## config.mk

```make
export PLATFORM = sky130hd
export DESIGN_NAME = encoder_speed_accel_estimator_unit_flat
export DESIGN_NICKNAME = d
export VERILOG_FILES = /design/src/sv/esa_pkg.sv /design/src/sv/esa_ifs.sv /design/src/sv/encoder_speed_accel_estimator_unit.sv /design/src/flat_wrapper.sv
export SDC_FILE = /design/constraint.sdc
export NUM_CORES = 2
export LEC_CHECK = 0
export ABC_AREA = 1
export BUFFER_PORTS_ARGS = -buffer_cell sky130_fd_sc_hd__buf_4
export CAP_MARGIN = 10
export CORE_MARGIN = 5
export CORE_UTILIZATION = 49
export DETAILED_ROUTE_END_ITERATION = 8
export PLACE_DENSITY = 0.7
export SLEW_MARGIN = 20
export SYNTH_ARGS = -nofsm -noshare
export SYNTH_HDL_FRONTEND = slang
export SYNTH_SLANG_ARGS = --single-unit
```

## constraint.sdc

```tcl
create_clock -name clk -period 18 [get_ports clk]
set_input_delay 2.7 -clock clk [delete_from_list [all_inputs] [get_ports clk]]
set_output_delay 2.7 -clock clk [all_outputs]
set_load 0.02 [all_outputs]
```

## src/sv/esa_pkg.sv

```systemverilog
`default_nettype none
// ----------------------------------------------------------------------------
// esa_pkg: shared definitions for the encoder speed and acceleration estimator
// Widths, register indexes, command codes and the fixed-point saturation helper.
// ----------------------------------------------------------------------------
package esa_pkg;

	// Count width and fixed-point fraction bits
	localparam int COUNT_WIDTH = 32;
	localparam int FRAC_BITS   = 16;
	localparam int DIV_CNT_W   = $clog2(COUNT_WIDTH);

	// Configuration register widths
	localparam int PPR_W   = 16;
	localparam int DPP_W   = 9;
	localparam int GAIN_W  = 32;
	localparam int CFG_W   = 32;
	localparam int ANGLE_W = 26;

	// Register indexes on the configuration port
	typedef enum logic [1:0] {
		CFG_PULSES_PER_REV    = 2'd0,
		CFG_DEGREES_PER_PULSE = 2'd1,
		CFG_SPEED_GAIN        = 2'd2,
		CFG_ACCEL_GAIN        = 2'd3
	} cfg_idx_t;

	// Command codes on the event channel
	localparam logic CMD_EDGE = 1'b0;
	localparam logic CMD_TICK = 1'b1;

	// Register reset values
	localparam logic [PPR_W-1:0]  PPR_RST  = PPR_W'(1000);
	localparam logic [DPP_W-1:0]  DPP_RST  = '0;
	localparam logic [GAIN_W-1:0] GAIN_RST = GAIN_W'(65536);

	// Sign-extend a count-width value to 32 bits
	function automatic logic signed [31:0] sext_cnt(input logic [COUNT_WIDTH-1:0] v);
		return 32'(signed'(v));
	endfunction

	// Shift a product magnitude right by FRAC_BITS, apply the sign, saturate to 32 bits.
	// ovf flags a magnitude already known to be far beyond range.
	function automatic logic signed [31:0] sat_scale(input logic neg, input logic ovf,
			input logic [63:0] prod);
		logic [63:0] q;
		q = prod >> FRAC_BITS;
		if (neg) begin
			if (ovf || q > 64'h0000_0000_8000_0000)
				return 32'sh8000_0000;
			return -signed'(q[31:0]);
		end
		if (ovf || q > 64'h0000_0000_7FFF_FFFF)
			return 32'sh7FFF_FFFF;
		return signed'(q[31:0]);
	endfunction

endpackage

`default_nettype wire

```

## src/sv/esa_ifs.sv

```systemverilog
`default_nettype none
// ----------------------------------------------------------------------------
// esa_ifs: valid/ready channels of the encoder speed and acceleration estimator
// Event channel (edge events and sample ticks) and result channel.
// ----------------------------------------------------------------------------
interface esa_evt_if;
	logic valid;
	logic ready;
	logic cmd;
	logic phase_a;
	logic phase_b;

	modport source (output valid, cmd, phase_a, phase_b, input ready);
	modport sink   (input valid, cmd, phase_a, phase_b, output ready);
endinterface

interface esa_res_if;
	logic               valid;
	logic               ready;
	logic signed [31:0] pulse_count;
	logic signed [31:0] delta_pulses;
	logic signed [31:0] speed_rpm;
	logic [30:0]        speed_magnitude;
	logic signed [31:0] acceleration;
	logic signed [31:0] revolutions;
	logic signed [25:0] angle_deg;

	modport source (output valid, pulse_count, delta_pulses, speed_rpm, speed_magnitude,
		acceleration, revolutions, angle_deg, input ready);
	modport sink   (input valid, pulse_count, delta_pulses, speed_rpm, speed_magnitude,
		acceleration, revolutions, angle_deg, output ready);
endinterface

`default_nettype wire

```

## src/sv/encoder_speed_accel_estimator_unit.sv

```systemverilog
`default_nettype none
// ----------------------------------------------------------------------------
// encoder_speed_accel_estimator_unit: quadrature pulse counter with speed,
// acceleration, revolution and angle estimation
// Counts phase A edge events, estimates speed and acceleration on sample ticks
// and reports count, revolutions and angle for every event.
// ----------------------------------------------------------------------------
//  channel | dir | fields
//  --------+-----+---------------------------------------------------------------
//  evt     | in  | cmd, phase_a, phase_b
//  res     | out | pulse_count, delta_pulses, speed_rpm, speed_magnitude,
//          |     | acceleration, revolutions, angle_deg
//  cfg_*   | in  | write enable, register index, write data
//
//  Steps: after an event transfers, the restoring divider runs (one quotient bit a
//  cycle, COUNT_WIDTH steps). A sample tick then takes the speed product and its
//  saturation, then the acceleration product and its saturation; every event ends
//  with the angle product, each product through the shared 32x32 multiplier. The
//  next event can transfer in the cycle after the result is loaded.
//  evt.ready is high only while the sequencer is idle. A result waits in the output
//  register, so the next event is taken meanwhile; the sequencer stalls at its last
//  step only if the previous result has still not been taken.
//  Async reset clears all but datapath and result data; no clearing pass follows.
// ----------------------------------------------------------------------------
module encoder_speed_accel_estimator_unit (
	input  wire                       clk,
	input  wire                       arst_n,
	input  wire                       cfg_we,
	input  esa_pkg::cfg_idx_t         cfg_idx,
	input  wire [esa_pkg::CFG_W-1:0]  cfg_wdata,
	esa_evt_if.sink                   evt,
	esa_res_if.source                 res
);
	import esa_pkg::*;

	typedef enum logic [8:0] {
		ST_IDLE    = 9'b000000001,
		ST_DIV     = 9'b000000010,
		ST_SPD_MUL = 9'b000000100,
		ST_SPD_SAT = 9'b000001000,
		ST_ACC_MUL = 9'b000010000,
		ST_ACC_SAT = 9'b000100000,
		ST_ANG_MUL = 9'b001000000,
		ST_DONE    = 9'b010000000,
		ST_SPARE   = 9'b100000000
	} state_t;

	// Configuration registers
	logic [PPR_W-1:0]  ppr_q;
	logic [DPP_W-1:0]  dpp_q;
	logic [GAIN_W-1:0] speed_gain_q;
	logic [GAIN_W-1:0] accel_gain_q;

	// Estimator state
	logic [COUNT_WIDTH-1:0] count_q;
	logic [COUNT_WIDTH-1:0] last_tick_q;
	logic signed [31:0]     delta_q;
	logic signed [31:0]     speed_q;
	logic signed [31:0]     spd_new_q;
	logic signed [31:0]     accel_q;

	// Sequencer and shared units
	state_t                 state_q;
	logic                   tick_q;
	logic                   cnt_neg_q;
	logic [COUNT_WIDTH-1:0] div_dvd_q;
	logic [COUNT_WIDTH-1:0] div_quo_q;
	logic [PPR_W-1:0]       div_rem_q;
	logic [DIV_CNT_W-1:0]   div_cnt_q;
	logic [63:0]            prod_q;
	logic                   out_vld_q;

	logic                   evt_xfer;
	logic                   res_xfer;
	logic                   load_res;
	logic [COUNT_WIDTH-1:0] count_next;
	logic [COUNT_WIDTH-1:0] cnt_mag;
	logic [PPR_W:0]         div_shl;
	logic [PPR_W+1:0]       div_trial;
	logic                   div_take;
	logic [31:0]            dmag;
	logic signed [32:0]     acc_diff;
	logic [32:0]            acc_mag;
	logic [31:0]            mul_a;
	logic [31:0]            mul_b;
	logic [63:0]            mul_p;
	logic signed [31:0]     revs;
	logic [31:0]            quo_ext;
	logic [ANGLE_W-1:0]     ang_raw;
	logic signed [ANGLE_W-1:0] angle;
	logic [30:0]            spd_mag;

	function automatic logic [31:0] dmag_of(input logic signed [31:0] v);
		return v[31] ? 32'(-v) : 32'(v);
	endfunction

	assign evt_xfer  = evt.valid && evt.ready;
	assign res_xfer  = res.valid && res.ready;
	assign evt.ready = (state_q == ST_IDLE);
	assign load_res  = (state_q == ST_DONE) && (!out_vld_q || res.ready);

	// Count after an edge event
	always_comb begin
		count_next = count_q;
		if (evt.cmd == CMD_EDGE && evt.phase_a)
			count_next = evt.phase_b ? count_q + 1'b1 : count_q - 1'b1;
	end
	assign cnt_mag = count_next[COUNT_WIDTH-1] ? -count_next : count_next;

	// Restoring divider step
	assign div_shl   = {div_rem_q, div_dvd_q[COUNT_WIDTH-1]};
	assign div_trial = {1'b0, div_shl} - {2'b00, ppr_q};
	assign div_take  = !div_trial[PPR_W+1];

	// Operand magnitudes for the products
	assign dmag     = delta_q[31] ? 32'(-delta_q) : 32'(delta_q);
	assign acc_diff = 33'(spd_new_q) - 33'(speed_q);
	assign acc_mag  = acc_diff[32] ? 33'(-acc_diff) : 33'(acc_diff);

	// Shared multiplier operand selection
	always_comb begin
		mul_a = '0;
		mul_b = '0;
		unique case (state_q)
			ST_SPD_MUL: begin
				mul_a = dmag;
				mul_b = speed_gain_q;
			end
			ST_ACC_MUL: begin
				mul_a = acc_mag[31:0];
				mul_b = accel_gain_q;
			end
			ST_ANG_MUL: begin
				mul_a = 32'(div_rem_q);
				mul_b = 32'(dpp_q);
			end
			default: begin
				mul_a = '0;
				mul_b = '0;
			end
		endcase
	end

	// The one multiplier
	assign mul_p = mul_a * mul_b;

	// Revolutions, angle and speed magnitude for the result
	assign quo_ext = 32'(div_quo_q);
	assign ang_raw = prod_q[ANGLE_W-1:0];
	always_comb begin
		if (ppr_q == '0) begin
			revs  = '0;
			angle = '0;
		end else begin
			revs  = cnt_neg_q ? -signed'(quo_ext) : signed'(quo_ext);
			angle = cnt_neg_q ? -signed'(ang_raw) : signed'(ang_raw);
		end
	end
	assign spd_mag = (speed_q == 32'sh8000_0000) ? 31'h7FFF_FFFF : 31'(dmag_of(speed_q));

	// Configuration writes
	always_ff @(posedge clk or negedge arst_n) begin
		if (!arst_n) begin
			ppr_q        <= PPR_RST;
			dpp_q        <= DPP_RST;
			speed_gain_q <= GAIN_RST;
			accel_gain_q <= GAIN_RST;
		end else if (cfg_we) begin
			unique case (cfg_idx)
				CFG_PULSES_PER_REV:    ppr_q        <= cfg_wdata[PPR_W-1:0];
				CFG_DEGREES_PER_PULSE: dpp_q        <= cfg_wdata[DPP_W-1:0];
				CFG_SPEED_GAIN:        speed_gain_q <= cfg_wdata[GAIN_W-1:0];
				CFG_ACCEL_GAIN:        accel_gain_q <= cfg_wdata[GAIN_W-1:0];
				default: ;
			endcase
		end
	end

	// Sequencer, count state and shared units
	always_ff @(posedge clk or negedge arst_n) begin
		if (!arst_n) begin
			state_q     <= ST_IDLE;
			tick_q      <= 1'b0;
			count_q     <= '0;
			last_tick_q <= '0;
			delta_q     <= '0;
			speed_q     <= '0;
			accel_q     <= '0;
		end else begin
			unique case (state_q)
				ST_IDLE: begin
					if (evt_xfer) begin
						tick_q    <= (evt.cmd == CMD_TICK);
						count_q   <= count_next;
						cnt_neg_q <= count_next[COUNT_WIDTH-1];
						div_dvd_q <= cnt_mag;
						div_quo_q <= '0;
						div_rem_q <= '0;
						div_cnt_q <= DIV_CNT_W'(COUNT_WIDTH - 1);
						if (evt.cmd == CMD_TICK) begin
							delta_q     <= sext_cnt(count_q - last_tick_q);
							last_tick_q <= count_q;
						end
						state_q <= ST_DIV;
					end
				end
				ST_DIV: begin
					div_rem_q <= div_take ? div_trial[PPR_W-1:0] : div_shl[PPR_W-1:0];
					div_quo_q <= {div_quo_q[COUNT_WIDTH-2:0], div_take};
					div_dvd_q <= {div_dvd_q[COUNT_WIDTH-2:0], 1'b0};
					div_cnt_q <= div_cnt_q - 1'b1;
					if (div_cnt_q == '0)
						state_q <= tick_q ? ST_SPD_MUL : ST_ANG_MUL;
				end
				ST_SPD_MUL: begin
					prod_q  <= mul_p;
					state_q <= ST_SPD_SAT;
				end
				ST_SPD_SAT: begin
					spd_new_q <= sat_scale(delta_q[31], 1'b0, prod_q);
					state_q   <= ST_ACC_MUL;
				end
				ST_ACC_MUL: begin
					prod_q  <= mul_p;
					state_q <= ST_ACC_SAT;
				end
				ST_ACC_SAT: begin
					accel_q <= sat_scale(acc_diff[32], acc_mag[32] && (accel_gain_q != '0),
						prod_q);
					speed_q <= spd_new_q;
					state_q <= ST_ANG_MUL;
				end
				ST_ANG_MUL: begin
					prod_q  <= mul_p;
					state_q <= ST_DONE;
				end
				ST_DONE: begin
					if (load_res)
						state_q <= ST_IDLE;
				end
				default: state_q <= ST_IDLE;
			endcase
		end
	end

	// Output register
	always_ff @(posedge clk or negedge arst_n) begin
		if (!arst_n) begin
			out_vld_q <= 1'b0;
		end else if (load_res) begin
			out_vld_q <= 1'b1;
		end else if (res_xfer) begin
			out_vld_q <= 1'b0;
		end
	end

	always_ff @(posedge clk) begin
		if (load_res) begin
			res.pulse_count     <= sext_cnt(count_q);
			res.delta_pulses    <= delta_q;
			res.speed_rpm       <= speed_q;
			res.speed_magnitude <= spd_mag;
			res.acceleration    <= accel_q;
			res.revolutions     <= revs;
			res.angle_deg       <= angle;
		end
	end

	assign res.valid = out_vld_q;

`ifndef SYNTHESIS
	// No second event is taken in the cycle after a transfer
	a_busy_after_xfer: assert property (@(posedge clk) disable iff (!arst_n)
		evt_xfer |=> !evt.ready)
		else $error("event taken while sequencer busy");

	// The divider leaves its loop after the last quotient bit
	a_div_ends: assert property (@(posedge clk) disable iff (!arst_n)
		(state_q == ST_DIV && div_cnt_q == '0) |=> (state_q != ST_DIV))
		else $error("divider overran its step count");

	// A tick samples the current count as the new reference
	a_tick_ref: assert property (@(posedge clk) disable iff (!arst_n)
		(evt_xfer && evt.cmd == CMD_TICK) |=> (last_tick_q == count_q))
		else $error("tick reference count mismatch");
`endif

endmodule

`default_nettype wire
```

## src/flat_wrapper.sv

```systemverilog
// flat-port wrapper written by rule: the top's interface ports become plain ports
module encoder_speed_accel_estimator_unit_flat import esa_pkg::*;
  (clk, arst_n, cfg_we, cfg_idx, cfg_wdata, evt_valid, evt_cmd, evt_phase_a, evt_phase_b, evt_ready, res_valid, res_pulse_count, res_delta_pulses, res_speed_rpm, res_speed_magnitude, res_acceleration, res_revolutions, res_angle_deg, res_ready);
  esa_evt_if evt_i ();
  esa_res_if res_i ();
  input  wire clk;
  input  wire arst_n;
  input  wire cfg_we;
  input  esa_pkg::cfg_idx_t cfg_idx;
  input  wire [esa_pkg::CFG_W-1:0] cfg_wdata;
  input wire logic [$bits(evt_i.valid)-1:0] evt_valid;
  input wire logic [$bits(evt_i.cmd)-1:0] evt_cmd;
  input wire logic [$bits(evt_i.phase_a)-1:0] evt_phase_a;
  input wire logic [$bits(evt_i.phase_b)-1:0] evt_phase_b;
  output wire logic [$bits(evt_i.ready)-1:0] evt_ready;
  output wire logic [$bits(res_i.valid)-1:0] res_valid;
  output wire logic [$bits(res_i.pulse_count)-1:0] res_pulse_count;
  output wire logic [$bits(res_i.delta_pulses)-1:0] res_delta_pulses;
  output wire logic [$bits(res_i.speed_rpm)-1:0] res_speed_rpm;
  output wire logic [$bits(res_i.speed_magnitude)-1:0] res_speed_magnitude;
  output wire logic [$bits(res_i.acceleration)-1:0] res_acceleration;
  output wire logic [$bits(res_i.revolutions)-1:0] res_revolutions;
  output wire logic [$bits(res_i.angle_deg)-1:0] res_angle_deg;
  input wire logic [$bits(res_i.ready)-1:0] res_ready;
  assign evt_i.valid = evt_valid;
  assign evt_i.cmd = evt_cmd;
  assign evt_i.phase_a = evt_phase_a;
  assign evt_i.phase_b = evt_phase_b;
  assign evt_ready = evt_i.ready;
  assign res_valid = res_i.valid;
  assign res_pulse_count = res_i.pulse_count;
  assign res_delta_pulses = res_i.delta_pulses;
  assign res_speed_rpm = res_i.speed_rpm;
  assign res_speed_magnitude = res_i.speed_magnitude;
  assign res_acceleration = res_i.acceleration;
  assign res_revolutions = res_i.revolutions;
  assign res_angle_deg = res_i.angle_deg;
  assign res_i.ready = res_ready;
  encoder_speed_accel_estimator_unit u_core (.clk(clk), .arst_n(arst_n), .cfg_we(cfg_we), .cfg_idx(cfg_idx), .cfg_wdata(cfg_wdata), .evt(evt_i), .res(res_i));
endmodule
```

## Word level (Yosys, flattened, before mapping)

Cells that the tools add are included.

- Output and inout port bits: 219
- Word-level logic and storage cells: 140
- Bits in read-only memories: 0
- Bits in registers: 659
- Bits in latches: 0
- Bits in writable memories: 0
- Memories kept: 0
- Input port bits: 42

- Shift-type cells: 0
- Mux-type cells: 54
- Bitwise logic cells: 1
- $mul: 1
- Reductions and logical operators: 28
- Div/mod/pow operators: 0
- $lt $le $gt $ge: 2
- Add/sub/neg operators: 13
- Equal/unequal tests: 15

Operator list:

| operator | count |
|---|---|
| 2-to-1 mux 32 bit | 19 |
| one-hot mux 32 bit (3 select lines) | 2 |
| negator 32 bit | 4 |
| one-hot mux 32 bit (2 select lines) | 2 |
| one-hot mux 9 bit (8 select lines) | 1 |
| multiplier 32 x 32 -> 64 bit | 1 |
| > comparator 48 x 31 -> 1 bit, second input constant | 1 |
| > comparator 48 x 32 -> 1 bit, second input constant | 1 |
| 2-to-1 mux 33 bit | 1 |
| negator 33 bit | 1 |
| subtractor 32 x 32 -> 33 bit | 1 |
| adder 32 x 1 -> 32 bit, second input constant | 1 |
| equality test 32 bit, second input constant | 1 |
| 2-to-1 mux 16 bit | 2 |
| one-hot mux 16 bit (2 select lines) | 1 |
| nonzero test 32 bit | 1 |
| subtractor 32 x 1 -> 32 bit, second input constant | 1 |
| subtractor 32 bit | 1 |
| 2-to-1 mux 31 bit | 1 |
| negator 31 bit | 1 |
| 2-to-1 mux 9 bit | 3 |
| 2-to-1 mux 26 bit | 1 |
| negator 26 bit | 1 |
| 2-to-1 mux 1 bit | 18 |
| other kinds (28) | 47 |

## Longest topological paths before layout

- Depth in word-level cells: 13
- Mapped depth: 53
- Mapped depth without buffers: 51

## Worst setup path before layout

OpenSTA, ideal clock, no wires.

- Kind: input to register
- From: input port res_ready
- To: register u_core.res.acceleration[0] in the netlist's numbering, enable pin
- Slack: 5.511 ns
- Arrival time: 11.690 ns
- Cell stages on the path: 2
- Library setup time: 0.799 ns
- Path buffers: 0
- Data required time: 17.201 ns
- Path through: nor2_1 > nor2_1

- Cells in the longest elaborated chain, start to end: 2

RTL lines:

| element | RTL line | source |
|---|---|---|
| from (decl) | flat_wrapper.sv:24 | `input wire logic [$bits(res_i.ready)-1:0] res_ready;` |
| logical OR 1 bit | encoder_speed_accel_estimator_unit.sv:100 | `assign load_res = (state_q == ST_DONE) && (!out_vld_q \|\| res.ready);` |
| logical AND 1 bit | encoder_speed_accel_estimator_unit.sv:100 |  |
| named net u_core.load_res | encoder_speed_accel_estimator_unit.sv:75 | `logic load_res;` |
| to (signal assigned) | encoder_speed_accel_estimator_unit.sv:263 | `res.acceleration <= accel_q;` |
| to (decl) | esa_ifs.sv:29 | `acceleration, revolutions, angle_deg, input ready);` |

The timed path passes the listed nets, and every way through them passes these cells.
A chain may end at the register's enable or synchronous reset.

## Worst setup path in the final report

- From: register u_core.speed_q[31]
- To: register u_core.prod_q[38], data pin

- Cells in the longest elaborated chain, start to end: 5

RTL lines:

| element | RTL line | source |
|---|---|---|
| from (decl) | encoder_speed_accel_estimator_unit.sv:58 | `logic signed [31:0] speed_q;` |
| from (signal assigned) | encoder_speed_accel_estimator_unit.sv:230 | `speed_q <= spd_new_q;` |
| subtractor 32 x 32 -> 33 bit (*) | encoder_speed_accel_estimator_unit.sv:117 | `assign acc_diff = 33'(spd_new_q) - 33'(speed_q);` |
| negator 33 bit | encoder_speed_accel_estimator_unit.sv:118 | `assign acc_mag = acc_diff[32] ? 33'(-acc_diff) : 33'(acc_diff);` |
| 2-to-1 mux 33 bit (*) | encoder_speed_accel_estimator_unit.sv:118 |  |
| one-hot mux 32 bit (3 select lines) (*) | encoder_speed_accel_estimator_unit.sv:124 | `unique case (state_q)` |
| multiplier 32 x 32 -> 64 bit (*) | encoder_speed_accel_estimator_unit.sv:145 | `assign mul_p = mul_a * mul_b;` |
| named net u_core.mul_p[38] | encoder_speed_accel_estimator_unit.sv:86 | `logic [63:0] mul_p;` |
| to (signal assigned) | encoder_speed_accel_estimator_unit.sv:216 | `prod_q <= mul_p;` |
| to (signal assigned) | encoder_speed_accel_estimator_unit.sv:224 | `prod_q <= mul_p;` |
| to (signal assigned) | encoder_speed_accel_estimator_unit.sv:234 | `prod_q <= mul_p;` |
| to (decl) | encoder_speed_accel_estimator_unit.sv:70 | `logic [63:0] prod_q;` |

Mark *: on every way through the listed nets, which the timed path passes. The rest lies on a longest branch.

==> flow_summary.yaml <==
run_status:
  status: "completed"
placed_design:
  place_ws_ns: 5.96
  dp_hpwl_um: 187000
  portBuffers: 260
  globalplace.congestion: 0.982
die:
  die_w_um: 390
  die_h_um: 390
  coreArea_um2: 144000
  row_count: 139
  ios: 261
  initial_core_util: 0.493
  dieArea_um2: 152000
sta:
  rsz0062_at_grt: "no"
  timing.setup.tns_ns: 0
  fin_ws_ns: 5.59
  hold_viol_final: 0
  max_freq_mhz: 80.6
  fin_worst_skew_ns: 0.0500
  post-route-min-period_ns: 12.41
  min_period_over_period: 0.689
  setup_viol: 0
  worst_slew_pin_slew_ns: 1.24
  slew_headroom: 0.169
  drv_slew: 0
yosys:
  synth_cell_type_count: 69
  yosysMostFrequentCell: "nand2_1"
  synth.area.top_cells: "fa_1 25%, edfxtp_1 17%, nand2_1 9.5%"
  ys_top_cells_by_count: "1793 x nand2_1, 1738 x inv_1, 900 x fa_1"
  synth_nets: 9934
  yosysTopAreaCell: "fa_1"
  synth_edf_count: 399
  yosys_warnings: 0
  netlist.area_leader.share: 0.254
  yosys_most_used_dff: "edfxtp_1"
  syn_area_um2: 70800
  synthArstFlopShare: 0.394
  synthCells: 8612
  syn_avg_cell_area_um2: 8.23
  ys_seq_area_frac: 0.261
  ys_ff_latch: 658
global_routing:
  use_met2: 0.489
  grt_busiest_layer: "met2"
  grt-ovfl-total: 0
  grt_max_degree: 123
  gr-usage-met1: 0.400
  use_met3: 0.0785
  grt_antenna_before_repair: 12
  grt_use_total: 0.316
  grt_pass1_wl_um: 364000
  grt_pass1_vias: 60316
clock_tree:
  cts_root_buf: "clkbuf_16"
  clk_pin_slew_ns: 0.06
  tritoncts: "done"
  cts_setup_buffers: 0
  holdBufCountCts: 0
  h-tree-depth: 3
  cts_resized: 0
  cts-buffers-inserted: 73
  clockBufferDepth: 3
  cts.sinks: 658
  clkLatencyLatePin_ns: 0.72
final_layout:
  fill_cells: 13296
  largest_register_ffs: 64
  top_register: "u_core.prod_q"
  areaGrowthSynthToFinish_pct: 8.78
  layout.nets: 10058
  layout-drive-gt1-share: 0.0825
routing:
  drt_iter0_drc: 5636
  drtPass1Iterations: 7
  post_drt_wl_per_cell_um: 22.5
  antenna_left: 0
  wl_um: 241000
  drc: 0
  via_per_inst: 5.59
  num_vias: 59884
worst_hold_path:
  hold_path.class: "reg2reg"
  hold_depth: 0
setup_path:
  required_ns: 18.47
  arrival_ns: 12.88
  slowest_stage: "inv_2"
  start_kind: "register"
  cp_max_fo: 73
  critical_path_class: "reg2reg"
  path_common_cell: "fa_1"
  r2r_cells: 36
  end_kind: "register"
  critPathMaxStageDelay_ns: 0.92
power:
  p_per_area_nw_per_um2: 79.6
  vdd_drop_max_uv: 77.8
  power_leakage_nw: 38.0
run:
  maxCapViolations: 0
-- cells in the final DEF (no fill, tap or decap), drive strengths merged, types with 4 or more instances in the layout --
cell,count
fa,900
diode,4
o21bai,11
or2,38
o22ai,51
and2,22
o21a,8
xor2,115
nor4,26
edfxtp,399
and3,8
a21oi,414
a21boi,9
xnor2,47
dfstp,9
nand3b,22
clkbuf,98
inv,1784
o211ai,5
nand2,1848
nand3,322
a22o,4
clkinv,32
ha,380
nor2,892
nand4,68
a31oi,37
dfrtp,250
o31ai,10
nor3,99
o21ai,486
bufinv,4
a221oi,6
buf,345
a21o,20
clkinvlp,8
-- worst max-delay path, delay by kind of cell, from the launching register on --
| family | cells | cell delay (ns) |
|---|---|---|
| flip-flops | 1 | 0.74 |
| AND/OR/NAND/NOR | 11 | 1.99 |
| AO/OA/AOI/OAI | 5 | 1.44 |
| XOR/XNOR | 1 | 0.34 |
| buffers and inverters | 9 | 2.55 |
| adder cells (fa/ha/maj) | 10 | 5.02 |
-- per-stage QoR --
step	hold WS [ns]	cells	area, um^2	utilization	power, mW
finish	0.445	10704	77100	0.536	6.14
global route	0.453	10700	77100	0.536	6.53
CTS	0.448	10698	77000	0.536	6.12
detailed placement	0.432	10562	74500	0.519	4.55
global placement	0.433	10562	74500	0.519	4.51
floorplan	0.425	8612	70800	-	3.79
-- cells by family after synthesis --
| group | Yosys count | share of synthesized area |
|---|---|---|
| AO/OA/AOI/OAI | 1076 | 0.0833 |
| flip-flops | 658 | 0.261 |
| AND/OR/NAND/NOR | 3350 | 0.199 |
| buffers and inverters | 2086 | 0.115 |
| XOR/XNOR | 162 | 0.0202 |
| adder cells (fa/ha/maj) | 1280 | 0.321 |
-- cell type report --
class                           count  area [um^2]  area share
Antenna cell                        4         10.0    0.000130
Clock buffer                       98         2060      0.0268
Clock inverter                     38          407     0.00528
Inverter                         1790         6720      0.0872
Multi-Input combinational cell   5868        44400       0.576
Sequential cell                   658        18500       0.240
Tap cell                         1903         2380      0.0309
Timing Repair Buffer              345         2640      0.0342
-- report_power, final --
part           total (mW)  switching, mW  internal (mW)
clock network        1.55          0.676          0.877
registers            2.17          0.243           1.92
logic                2.42           1.67          0.750
-- path summary, 6_finish.rpt --
| kind | start | to | slack, ns |
|---|---|---|---|
| max in group asynchronous | arst_n | u_core.accel_q[6] | 14.58 |
| setup / recovery | u_core.speed_q[31] | u_core.prod_q[38] | 5.59 |
| hold / removal | u_core.accel_q[20] | u_core.res.acceleration[20] | 0.45 |
| min in group asynchronous | arst_n | u_core.count_q[9] | 1.97 |
| hold reg to reg | u_core.accel_q[20] | u_core.res.acceleration[20] | 0.45 |
| setup reg to reg | u_core.speed_q[31] | u_core.prod_q[38] | 5.59 |
-- per-layer routing --
metal  routed length [um]  share of wire  vias to the layer above
li1                     -              -                    26923
met3                25300           0.11                      888
met2               105000           0.44                     3152
met5                   68        0.00028                        -
met4                18900          0.079                       10
met1                91300           0.38                    28911
No activity file was read; power rests on OpenSTA's default activity.
